File: src/rtl/ups_pkg.sv
// ---------------------------------------------------------------------------
// ups_pkg: shared definitions for the unimodal peak search unit
// Default widths, register reset value, search constants and phase codes.
// ---------------------------------------------------------------------------
package ups_pkg;

   localparam int POSITION_BITS_DEFAULT = 17;
   localparam int VALUE_BITS_DEFAULT    = 32;

   // domain_high after reset
   localparam int DOMAIN_HIGH_RESET = 100000;

   // ternary rounds stop once the bracket is this narrow; also the rescan reach
   localparam int SCAN_SPAN = 3;

   // request operation codes
   localparam logic OP_START = 1'b0;
   localparam logic OP_REPLY = 1'b1;

   typedef enum logic [5:0] {
      PH_IDLE   = 6'b000001,
      PH_FIRST  = 6'b000010,
      PH_SECOND = 6'b000100,
      PH_SCAN   = 6'b001000,
      PH_RESCAN = 6'b010000,
      PH_DONE   = 6'b100000
   } phase_type;

endpackage

File: src/rtl/ups_channels.sv
// ---------------------------------------------------------------------------
// ups_channels: request and response channels of the peak search unit
// Valid/ready channels; a transfer happens when valid and ready are both high.
// ---------------------------------------------------------------------------
interface ups_req_if #(
   parameter int VALUE_BITS = ups_pkg::VALUE_BITS_DEFAULT
);
   logic                  valid;
   logic                  ready;
   logic                  operation;
   logic [VALUE_BITS-1:0] measured_value;

   modport source (output valid, output operation, output measured_value, input ready);
   modport sink   (input valid, input operation, input measured_value, output ready);
endinterface

interface ups_rsp_if #(
   parameter int POSITION_BITS = ups_pkg::POSITION_BITS_DEFAULT
);
   logic                     valid;
   logic                     ready;
   logic                     query_valid;
   logic [POSITION_BITS-1:0] query_position;
   logic                     search_done;
   logic [POSITION_BITS-1:0] best_position;

   modport source (output valid, output query_valid, output query_position,
                   output search_done, output best_position, input ready);
   modport sink   (input valid, input query_valid, input query_position,
                   input search_done, input best_position, output ready);
endinterface

File: src/rtl/unimodal_peak_search_unit.sv
// ---------------------------------------------------------------------------
// unimodal_peak_search_unit: probe sequencer for a unimodal peak search
// Integer ternary search over 0..domain_high followed by a linear scan and
// a local rescan; answers each request with the next probe or the result.
// ---------------------------------------------------------------------------
// Every request produces exactly one response, in the cycle after it is taken;
// a new request is accepted in every cycle as long as the response register
// is empty or being drained. The cycle time is set by one path: a subtract
// feeding the divide-by-three multiplier (POSITION_BITS x POSITION_BITS+2),
// which is used either for the opening probe or to precompute the next
// round's third while the first probe of a round is being answered.
// A start request (operation 0) abandons any search in progress. Write
// domain_high only while no request is outstanding; it is sampled at start.
module unimodal_peak_search_unit #(
   parameter int POSITION_BITS = ups_pkg::POSITION_BITS_DEFAULT,
   parameter int VALUE_BITS    = ups_pkg::VALUE_BITS_DEFAULT
) (
   input  logic                     clock,
   input  logic                     reset,
   ups_req_if.sink                  req,
   ups_rsp_if.source                rsp,
   input  logic                     csr_wr_en,
   input  logic [POSITION_BITS-1:0] csr_wr_data
);

   localparam int DIV_SHIFT = POSITION_BITS + 2;
   // ceil-ish reciprocal of 3; exact floor(x/3) for x below 2**POSITION_BITS
   localparam logic [DIV_SHIFT-1:0] DIV_MULT =
      DIV_SHIFT'(((64'd1 << DIV_SHIFT) / 64'd3) + 64'd1);
   localparam logic [POSITION_BITS-1:0] SPAN = POSITION_BITS'(ups_pkg::SCAN_SPAN);

   ups_pkg::phase_type phase_ff, phase_in;

   logic [POSITION_BITS-1:0] domain_high_ff;
   logic [POSITION_BITS-1:0] low_ff, low_in;
   logic [POSITION_BITS-1:0] high_ff, high_in;
   logic [POSITION_BITS-1:0] diff_ff, diff_in;
   logic [POSITION_BITS-1:0] third_ff, third_in;
   logic [POSITION_BITS-1:0] third_nx_ff, third_nx_in;
   logic [POSITION_BITS-1:0] probe_high_ff, probe_high_in;
   logic [VALUE_BITS-1:0]    first_value_ff, first_value_in;
   logic [VALUE_BITS-1:0]    best_value_ff, best_value_in;
   logic                     best_seen_ff, best_seen_in;
   logic [POSITION_BITS-1:0] best_spot_ff, best_spot_in;
   logic [POSITION_BITS-1:0] scan_index_ff, scan_index_in;
   logic [POSITION_BITS-1:0] scan_end_ff, scan_end_in;

   logic                     rsp_valid_ff;
   logic                     query_valid_ff, query_valid_in;
   logic [POSITION_BITS-1:0] query_position_ff, query_position_in;
   logic                     search_done_ff, search_done_in;
   logic [POSITION_BITS-1:0] best_position_ff, best_position_in;

   logic                     req_fire;
   logic [POSITION_BITS-1:0] div_operand;
   logic [POSITION_BITS+DIV_SHIFT-1:0] div_product;
   logic [POSITION_BITS-1:0] div_quotient;
   logic                     take_value;
   logic [POSITION_BITS-1:0] new_low, new_high, new_diff;
   logic [POSITION_BITS:0]   reach_high;

   assign req.ready = !rsp_valid_ff || rsp.ready;
   assign req_fire  = req.valid && req.ready;

   // shared divide-by-three: opening third at start, next round's third otherwise
   assign div_operand  = (req.operation == ups_pkg::OP_START) ? domain_high_ff
                                                              : diff_ff - third_ff;
   assign div_product  = {{DIV_SHIFT{1'b0}}, div_operand}
                       * {{POSITION_BITS{1'b0}}, DIV_MULT};
   assign div_quotient = div_product[POSITION_BITS+DIV_SHIFT-1:DIV_SHIFT];

   // a scan sample wins on the first strict maximum
   assign take_value = !best_seen_ff || (req.measured_value > best_value_ff);

   assign new_low  = (first_value_ff < req.measured_value) ? low_ff + third_ff : low_ff;
   assign new_high = (first_value_ff < req.measured_value) ? high_ff : high_ff - third_ff;
   assign new_diff = diff_ff - third_ff;

   always_comb begin
      phase_in          = phase_ff;
      low_in            = low_ff;
      high_in           = high_ff;
      diff_in           = diff_ff;
      third_in          = third_ff;
      third_nx_in       = third_nx_ff;
      probe_high_in     = probe_high_ff;
      first_value_in    = first_value_ff;
      best_value_in     = best_value_ff;
      best_seen_in      = best_seen_ff;
      best_spot_in      = best_spot_ff;
      scan_index_in     = scan_index_ff;
      scan_end_in       = scan_end_ff;
      query_valid_in    = 1'b0;
      query_position_in = '0;
      search_done_in    = 1'b0;
      best_position_in  = '0;
      reach_high        = '0;

      if (req.operation == ups_pkg::OP_START) begin
         probe_high_in  = domain_high_ff;
         low_in         = '0;
         high_in        = domain_high_ff;
         diff_in        = domain_high_ff;
         third_in       = div_quotient;
         first_value_in = '0;
         best_seen_in   = 1'b0;
         best_spot_in   = '0;
         query_valid_in = 1'b1;
         if (domain_high_ff > SPAN) begin
            phase_in          = ups_pkg::PH_FIRST;
            query_position_in = div_quotient;
         end else begin
            phase_in          = ups_pkg::PH_SCAN;
            scan_index_in     = '0;
            scan_end_in       = domain_high_ff;
            query_position_in = '0;
         end
      end else begin
         case (phase_ff)
            ups_pkg::PH_FIRST: begin
               first_value_in    = req.measured_value;
               third_nx_in       = div_quotient;
               phase_in          = ups_pkg::PH_SECOND;
               query_valid_in    = 1'b1;
               query_position_in = high_ff - third_ff;
            end
            ups_pkg::PH_SECOND: begin
               low_in         = new_low;
               high_in        = new_high;
               diff_in        = new_diff;
               query_valid_in = 1'b1;
               if (new_diff > SPAN) begin
                  phase_in          = ups_pkg::PH_FIRST;
                  third_in          = third_nx_ff;
                  query_position_in = new_low + third_nx_ff;
               end else begin
                  phase_in          = ups_pkg::PH_SCAN;
                  scan_index_in     = new_low;
                  scan_end_in       = new_high;
                  best_seen_in      = 1'b0;
                  query_position_in = new_low;
               end
            end
            ups_pkg::PH_SCAN: begin
               if (take_value) begin
                  best_seen_in  = 1'b1;
                  best_value_in = req.measured_value;
                  best_spot_in  = scan_index_ff;
               end
               query_valid_in = 1'b1;
               if (scan_index_ff >= scan_end_ff) begin
                  // rescan a window around the best spot, clipped to the domain
                  reach_high    = {1'b0, best_spot_in} + {1'b0, SPAN};
                  scan_index_in = (best_spot_in >= SPAN) ? best_spot_in - SPAN : '0;
                  scan_end_in   = (reach_high <= {1'b0, probe_high_ff})
                                  ? reach_high[POSITION_BITS-1:0] : probe_high_ff;
                  phase_in      = ups_pkg::PH_RESCAN;
               end else begin
                  scan_index_in = scan_index_ff + 1'b1;
               end
               query_position_in = scan_index_in;
            end
            ups_pkg::PH_RESCAN: begin
               if (take_value) begin
                  best_seen_in  = 1'b1;
                  best_value_in = req.measured_value;
                  best_spot_in  = scan_index_ff;
               end
               if (scan_index_ff >= scan_end_ff) begin
                  phase_in         = ups_pkg::PH_DONE;
                  search_done_in   = 1'b1;
                  best_position_in = best_spot_in;
               end else begin
                  scan_index_in     = scan_index_ff + 1'b1;
                  query_valid_in    = 1'b1;
                  query_position_in = scan_index_in;
               end
            end
            ups_pkg::PH_DONE: begin
               search_done_in   = 1'b1;
               best_position_in = best_spot_ff;
            end
            default: begin
               // reply while idle: all-zero response
            end
         endcase
      end
   end

   always_ff @(posedge clock) begin
      if (reset) begin
         domain_high_ff <= POSITION_BITS'(ups_pkg::DOMAIN_HIGH_RESET);
      end else if (csr_wr_en) begin
         domain_high_ff <= csr_wr_data;
      end
   end

   always_ff @(posedge clock) begin
      if (reset) begin
         phase_ff     <= ups_pkg::PH_IDLE;
         best_seen_ff <= 1'b0;
         rsp_valid_ff <= 1'b0;
      end else begin
         if (req_fire) begin
            phase_ff     <= phase_in;
            best_seen_ff <= best_seen_in;
            rsp_valid_ff <= 1'b1;
         end else if (rsp.ready) begin
            rsp_valid_ff <= 1'b0;
         end
      end
   end

   always_ff @(posedge clock) begin
      if (req_fire) begin
         low_ff            <= low_in;
         high_ff           <= high_in;
         diff_ff           <= diff_in;
         third_ff          <= third_in;
         third_nx_ff       <= third_nx_in;
         probe_high_ff     <= probe_high_in;
         first_value_ff    <= first_value_in;
         best_value_ff     <= best_value_in;
         best_spot_ff      <= best_spot_in;
         scan_index_ff     <= scan_index_in;
         scan_end_ff       <= scan_end_in;
         query_valid_ff    <= query_valid_in;
         query_position_ff <= query_position_in;
         search_done_ff    <= search_done_in;
         best_position_ff  <= best_position_in;
      end
   end

   assign rsp.valid          = rsp_valid_ff;
   assign rsp.query_valid    = query_valid_ff;
   assign rsp.query_position = query_position_ff;
   assign rsp.search_done    = search_done_ff;
   assign rsp.best_position  = best_position_ff;

`ifndef SYNTHESIS
   a_bracket_ordered: assert property (@(posedge clock) disable iff (reset)
      (phase_ff == ups_pkg::PH_FIRST || phase_ff == ups_pkg::PH_SECOND)
      |-> (low_ff <= high_ff && diff_ff == high_ff - low_ff))
      else $error("ternary bracket inconsistent");

   a_scan_in_range: assert property (@(posedge clock) disable iff (reset)
      (phase_ff == ups_pkg::PH_SCAN || phase_ff == ups_pkg::PH_RESCAN)
      |-> (scan_index_ff <= scan_end_ff && scan_end_ff <= probe_high_ff))
      else $error("scan index outside window");

   a_response_follows: assert property (@(posedge clock) disable iff (reset)
      req_fire |=> rsp_valid_ff)
      else $error("accepted request produced no response");

   a_query_or_done: assert property (@(posedge clock) disable iff (reset)
      rsp_valid_ff |-> !(query_valid_ff && search_done_ff))
      else $error("response both queries and reports done");
`endif

endmodule
File: src/flat_wrapper.sv
// flat-port wrapper written by rule: the top's interface ports become plain ports
module unimodal_peak_search_unit_flat 
#(
   parameter int POSITION_BITS = ups_pkg::POSITION_BITS_DEFAULT,
   parameter int VALUE_BITS    = ups_pkg::VALUE_BITS_DEFAULT
)
  (clock, reset, csr_wr_en, csr_wr_data, req_valid, req_operation, req_measured_value, req_ready, rsp_valid, rsp_query_valid, rsp_query_position, rsp_search_done, rsp_best_position, rsp_ready);
  ups_req_if #(.VALUE_BITS(VALUE_BITS)) req_i ();
  ups_rsp_if #(.POSITION_BITS(POSITION_BITS)) rsp_i ();
  input  logic clock;
  input  logic reset;
  input  logic csr_wr_en;
  input  logic [POSITION_BITS-1:0] csr_wr_data;
  input wire logic [$bits(req_i.valid)-1:0] req_valid;
  input wire logic [$bits(req_i.operation)-1:0] req_operation;
  input wire logic [$bits(req_i.measured_value)-1:0] req_measured_value;
  output wire logic [$bits(req_i.ready)-1:0] req_ready;
  output wire logic [$bits(rsp_i.valid)-1:0] rsp_valid;
  output wire logic [$bits(rsp_i.query_valid)-1:0] rsp_query_valid;
  output wire logic [$bits(rsp_i.query_position)-1:0] rsp_query_position;
  output wire logic [$bits(rsp_i.search_done)-1:0] rsp_search_done;
  output wire logic [$bits(rsp_i.best_position)-1:0] rsp_best_position;
  input wire logic [$bits(rsp_i.ready)-1:0] rsp_ready;
  assign req_i.valid = req_valid;
  assign req_i.operation = req_operation;
  assign req_i.measured_value = req_measured_value;
  assign req_ready = req_i.ready;
  assign rsp_valid = rsp_i.valid;
  assign rsp_query_valid = rsp_i.query_valid;
  assign rsp_query_position = rsp_i.query_position;
  assign rsp_search_done = rsp_i.search_done;
  assign rsp_best_position = rsp_i.best_position;
  assign rsp_i.ready = rsp_ready;
  unimodal_peak_search_unit #(.POSITION_BITS(POSITION_BITS), .VALUE_BITS(VALUE_BITS)) u_core (.clock(clock), .reset(reset), .req(req_i), .rsp(rsp_i), .csr_wr_en(csr_wr_en), .csr_wr_data(csr_wr_data));
endmodule
File: config.mk
export PLATFORM = sky130hd
export DESIGN_NAME = unimodal_peak_search_unit_flat
export DESIGN_NICKNAME = d
export VERILOG_FILES = /design/src/rtl/ups_pkg.sv /design/src/rtl/ups_channels.sv /design/src/rtl/unimodal_peak_search_unit.sv /design/src/flat_wrapper.sv
export SDC_FILE = /design/constraint.sdc
export NUM_CORES = 1
export LEC_CHECK = 0
export BUFFER_PORTS_ARGS = -buffer_cell sky130_fd_sc_hd__buf_4
export CAP_MARGIN = 40
export CORE_MARGIN = 2
export CORE_UTILIZATION = 33
export CTS_BUF_LIST = sky130_fd_sc_hd__clkbuf_4
export CTS_CLUSTER_SIZE = 10
export DETAILED_ROUTE_END_ITERATION = 6
export PLACE_DENSITY = 0.56
export SYNTH_ARGS = -nofsm -noshare
export SYNTH_HDL_FRONTEND = slang
export SYNTH_SLANG_ARGS = --single-unit
File: constraint.sdc
create_clock -name clock -period 10.7 [get_ports clock]
set_input_delay 0 -clock clock [delete_from_list [all_inputs] [get_ports clock]]
set_output_delay 0 -clock clock [all_outputs]
set_load 0.02 [all_outputs]
==> metrics <==
primary flip-flop cell chosen by synthesis mapping=sky130_fd_sc_hd__edfxtp_1; chip height=268 um; boundary pin count=93; wire length of the first global-routing pass=114000 um; maximum frequency from static timing analysis=108 MHz; main area contributors after synthesis=sky130_fd_sc_hd__edfxtp_1, sky130_fd_sc_hd__ha_1, sky130_fd_sc_hd__fa_1; Worst Clk Skew=0.0944 ns; proportion of register bits with asynchronous set or reset after synthesis=0%; min Tclk post-route=9.23 ns; Max FO, Critical Path=6; number of vias in the routed layout=19400; number of nets produced by synthesis=2790; adder-cell share of the synthesized area=22.9%; input/output buffers=92; worst slew pin tran=0.858 ns; fill count=6752; main combinational cell family by area after synthesis=adder cells; crit share post-route=86.3%; detailed placer's ending HPWL=56100 um; Arr. time, crit path=9.78 ns; type of the most critical hold path=primary input to flip-flop; core area=68800 um2; max-cap viol count=0; Cell Area, Synth=23000 um2; proportion of synthesized area in mux cells=3.61%; fraction of layout instances using a drive strength above 1=11.2%; category of the most critical setup path=flip-flop to flip-flop; Yosys warning count=0; count of mapped cells out of synthesis=2365; Syn-to-layout area delta=18.7%; total length of routed wires=74700 um; DRT antenna net count=0; Fin. Hold Viols=0; synthesized-area fraction occupied by xor and xnor cells=3.92%; cell accounting for the most synthesized area=sky130_fd_sc_hd__edfxtp_1; Clock Tree Root=sky130_fd_sc_hd__clkbuf_4; Seq/Total Area, Yosys=34.9%; delay of the slowest critical-path stage=0.56 ns; synthesized flop and latch total=276; CTS clk-pin slew, worst paths=0.07 ns; simple-gate share of the synthesized area=12.4%; final-report setup violation count=0; number of detailed-route iterations in the first pass=6; cell with the biggest individual delay on the critical path=sky130_fd_sc_hd__fa_1; RD Place Congestion=0.923; result of the run=finished, final reports clean; number of nets in the layout=3064; worst slack on hold paths=0.0979 ns; post-detailed-route DRC marker count=0; number of DRC violations after detailed-routing iteration 0=1641; Horiz. Die Dim=268 um; normalized max-slew margin=42.4%; EDFF count, synth=251; Setup TNS=0 ns; Clock H-tree levels=3; RSZ-0062 raised after global routing=false; overflow left after global routing=0; Max Slew Vio Count=0; starting density of the core=33.4%; post-synth top area share=32.7%; number of library cell types mapped by synthesis=90; Synth top cells by count=sky130_fd_sc_hd__inv_1, sky130_fd_sc_hd__ha_1, sky130_fd_sc_hd__edfxtp_1; drt via density=5.36; fraction of the mapped netlist area in compound gates=15.7%; number of antenna violations at the first check in global routing=2; clock tree buffer depth=3; via count of the first global-routing pass=19400; TritonCTS clock tree=done; Hold Path Stages=4; Top cell by count, worst path=sky130_fd_sc_hd__fa_1; area of the die=71900 um2; overall track demand over capacity in global routing=20.7%; number of buffers created by CTS=78; CP Capture Type=flip-flop; pin count of the biggest net entering global routing=52; r2r worst-path depth=31; mean cell area of the mapped netlist=9.73 um2; data required time of the worst path=11.25 ns; row count=96; crit start category=flip-flop; TritonCTS Sinks=276; largest registers ranked by flip-flop count=u_core.best_value_ff: 32 flops, u_core.first_value_ff: 32 flops; most used standard cell by instance count after synthesis=sky130_fd_sc_hd__inv_1; clock latency at the later pin of the worst-skew pair=0.84 ns; routed length per placed instance=20.6 um
==> cell type report <==
class / count / area (um2) / share of cell area, %
diodes: 1 / 2.50 / 0.00915
clock buffers: 114 / 856 / 3.13
clock inverters: 22 / 155 / 0.568
inverters: 325 / 1220 / 4.47
multi-input cells: 1694 / 13500 / 49.5
flip-flops and latches: 276 / 8040 / 29.4
well taps: 931 / 1160 / 4.26
repair buffers: 264 / 2370 / 8.66
==> routing by layer <==
layer  up-vias  routed length (um)  GRT usage [%]
met1      9483               32600           27.8
li1       9058                   -              -
met3       155                5430           3.43
met4         2                2720           8.53
met5         -                  13              0
met2       744               33900           33.0
==> critical path: cells and delay by family, from the launching register on <==
family / cells / cell delay, ns
fa+ha+maj: 9 / 3.82
xor+xnor: 2 / 0.21
flops: 1 / 0.44
simple gates: 3 / 0.50
buf+inv: 4 / 0.28
compound gates: 12 / 3.39
mux: 1 / 0.27
==> final timing paths <==
kind                                 start                         to  slack, ns
setup reg to reg        u_core.third_ff[0]        u_core.third_ff[12]       1.47
setup / recovery        u_core.third_ff[0]        u_core.third_ff[12]       1.47
hold / removal      req_measured_value[11]  u_core.first_value_ff[11]        0.1
hold reg to reg   u_core.domain_high_ff[5]    u_core.probe_high_ff[5]       0.47
==> placed cells by master (no fill, tap or decap), drive strengths merged, types with 14 or more instances in the layout <==
master       netlist  routed
o21a              21      21
a211oi            29      29
a22oi             18      18
a21o              54      54
nor2             221     221
nor4              14      14
dlygate4sd3        0     139
o22ai             41      41
dfxtp             25      25
and2              14      14
nor2b             15      15
nand3             52      52
a221oi            14      14
ha               285     285
a21oi            130     130
o211ai            16      16
xor2              40      40
clkbuf            55     114
o21ai             99      99
edfxtp           251     251
mux2              16      16
nand2            138     138
clkinv             0      16
fa                85      85
inv              325     327
nor3              32      32
xnor2             63      63
buf               15     125
nand4             24      24
mux2i             65      65
nand2b            19      19
and3              19      19
==> timing repair <==
item / 4_1_cts / 5_1_grt
hold buffers: 139 / 0
setup buffers: 0 / 0
endpoints found under the hold margin: 113 / 0
resized for setup: 0 / 0
==> stage by stage <==
stage | util, % | worst slack (ns) | std cells | instance area, um2
floorplan | - | 2.44 | 2365 | 23000
global placement | 36.1 | 1.74 | 3343 | 24800
detailed placement | 36.2 | 1.62 | 3351 | 24900
CTS | 39.7 | 1.50 | 3626 | 27300
global route | 39.7 | 1.11 | 3627 | 27300
finish | 39.7 | 1.47 | 3627 | 27300
==> kinds of logic after synthesis <==
family                   Yosys count
multiplexers                      81
AND/OR/NAND/NOR                  600
adder cells (fa/ha/maj)          370
XOR/XNOR                         103
buffers and inverters            395
AO/OA/AOI/OAI                    540
flip-flops                       276
Power is not shown: default switching activity piles up to over one toggle a cycle in this logic, so the estimate is an artifact.
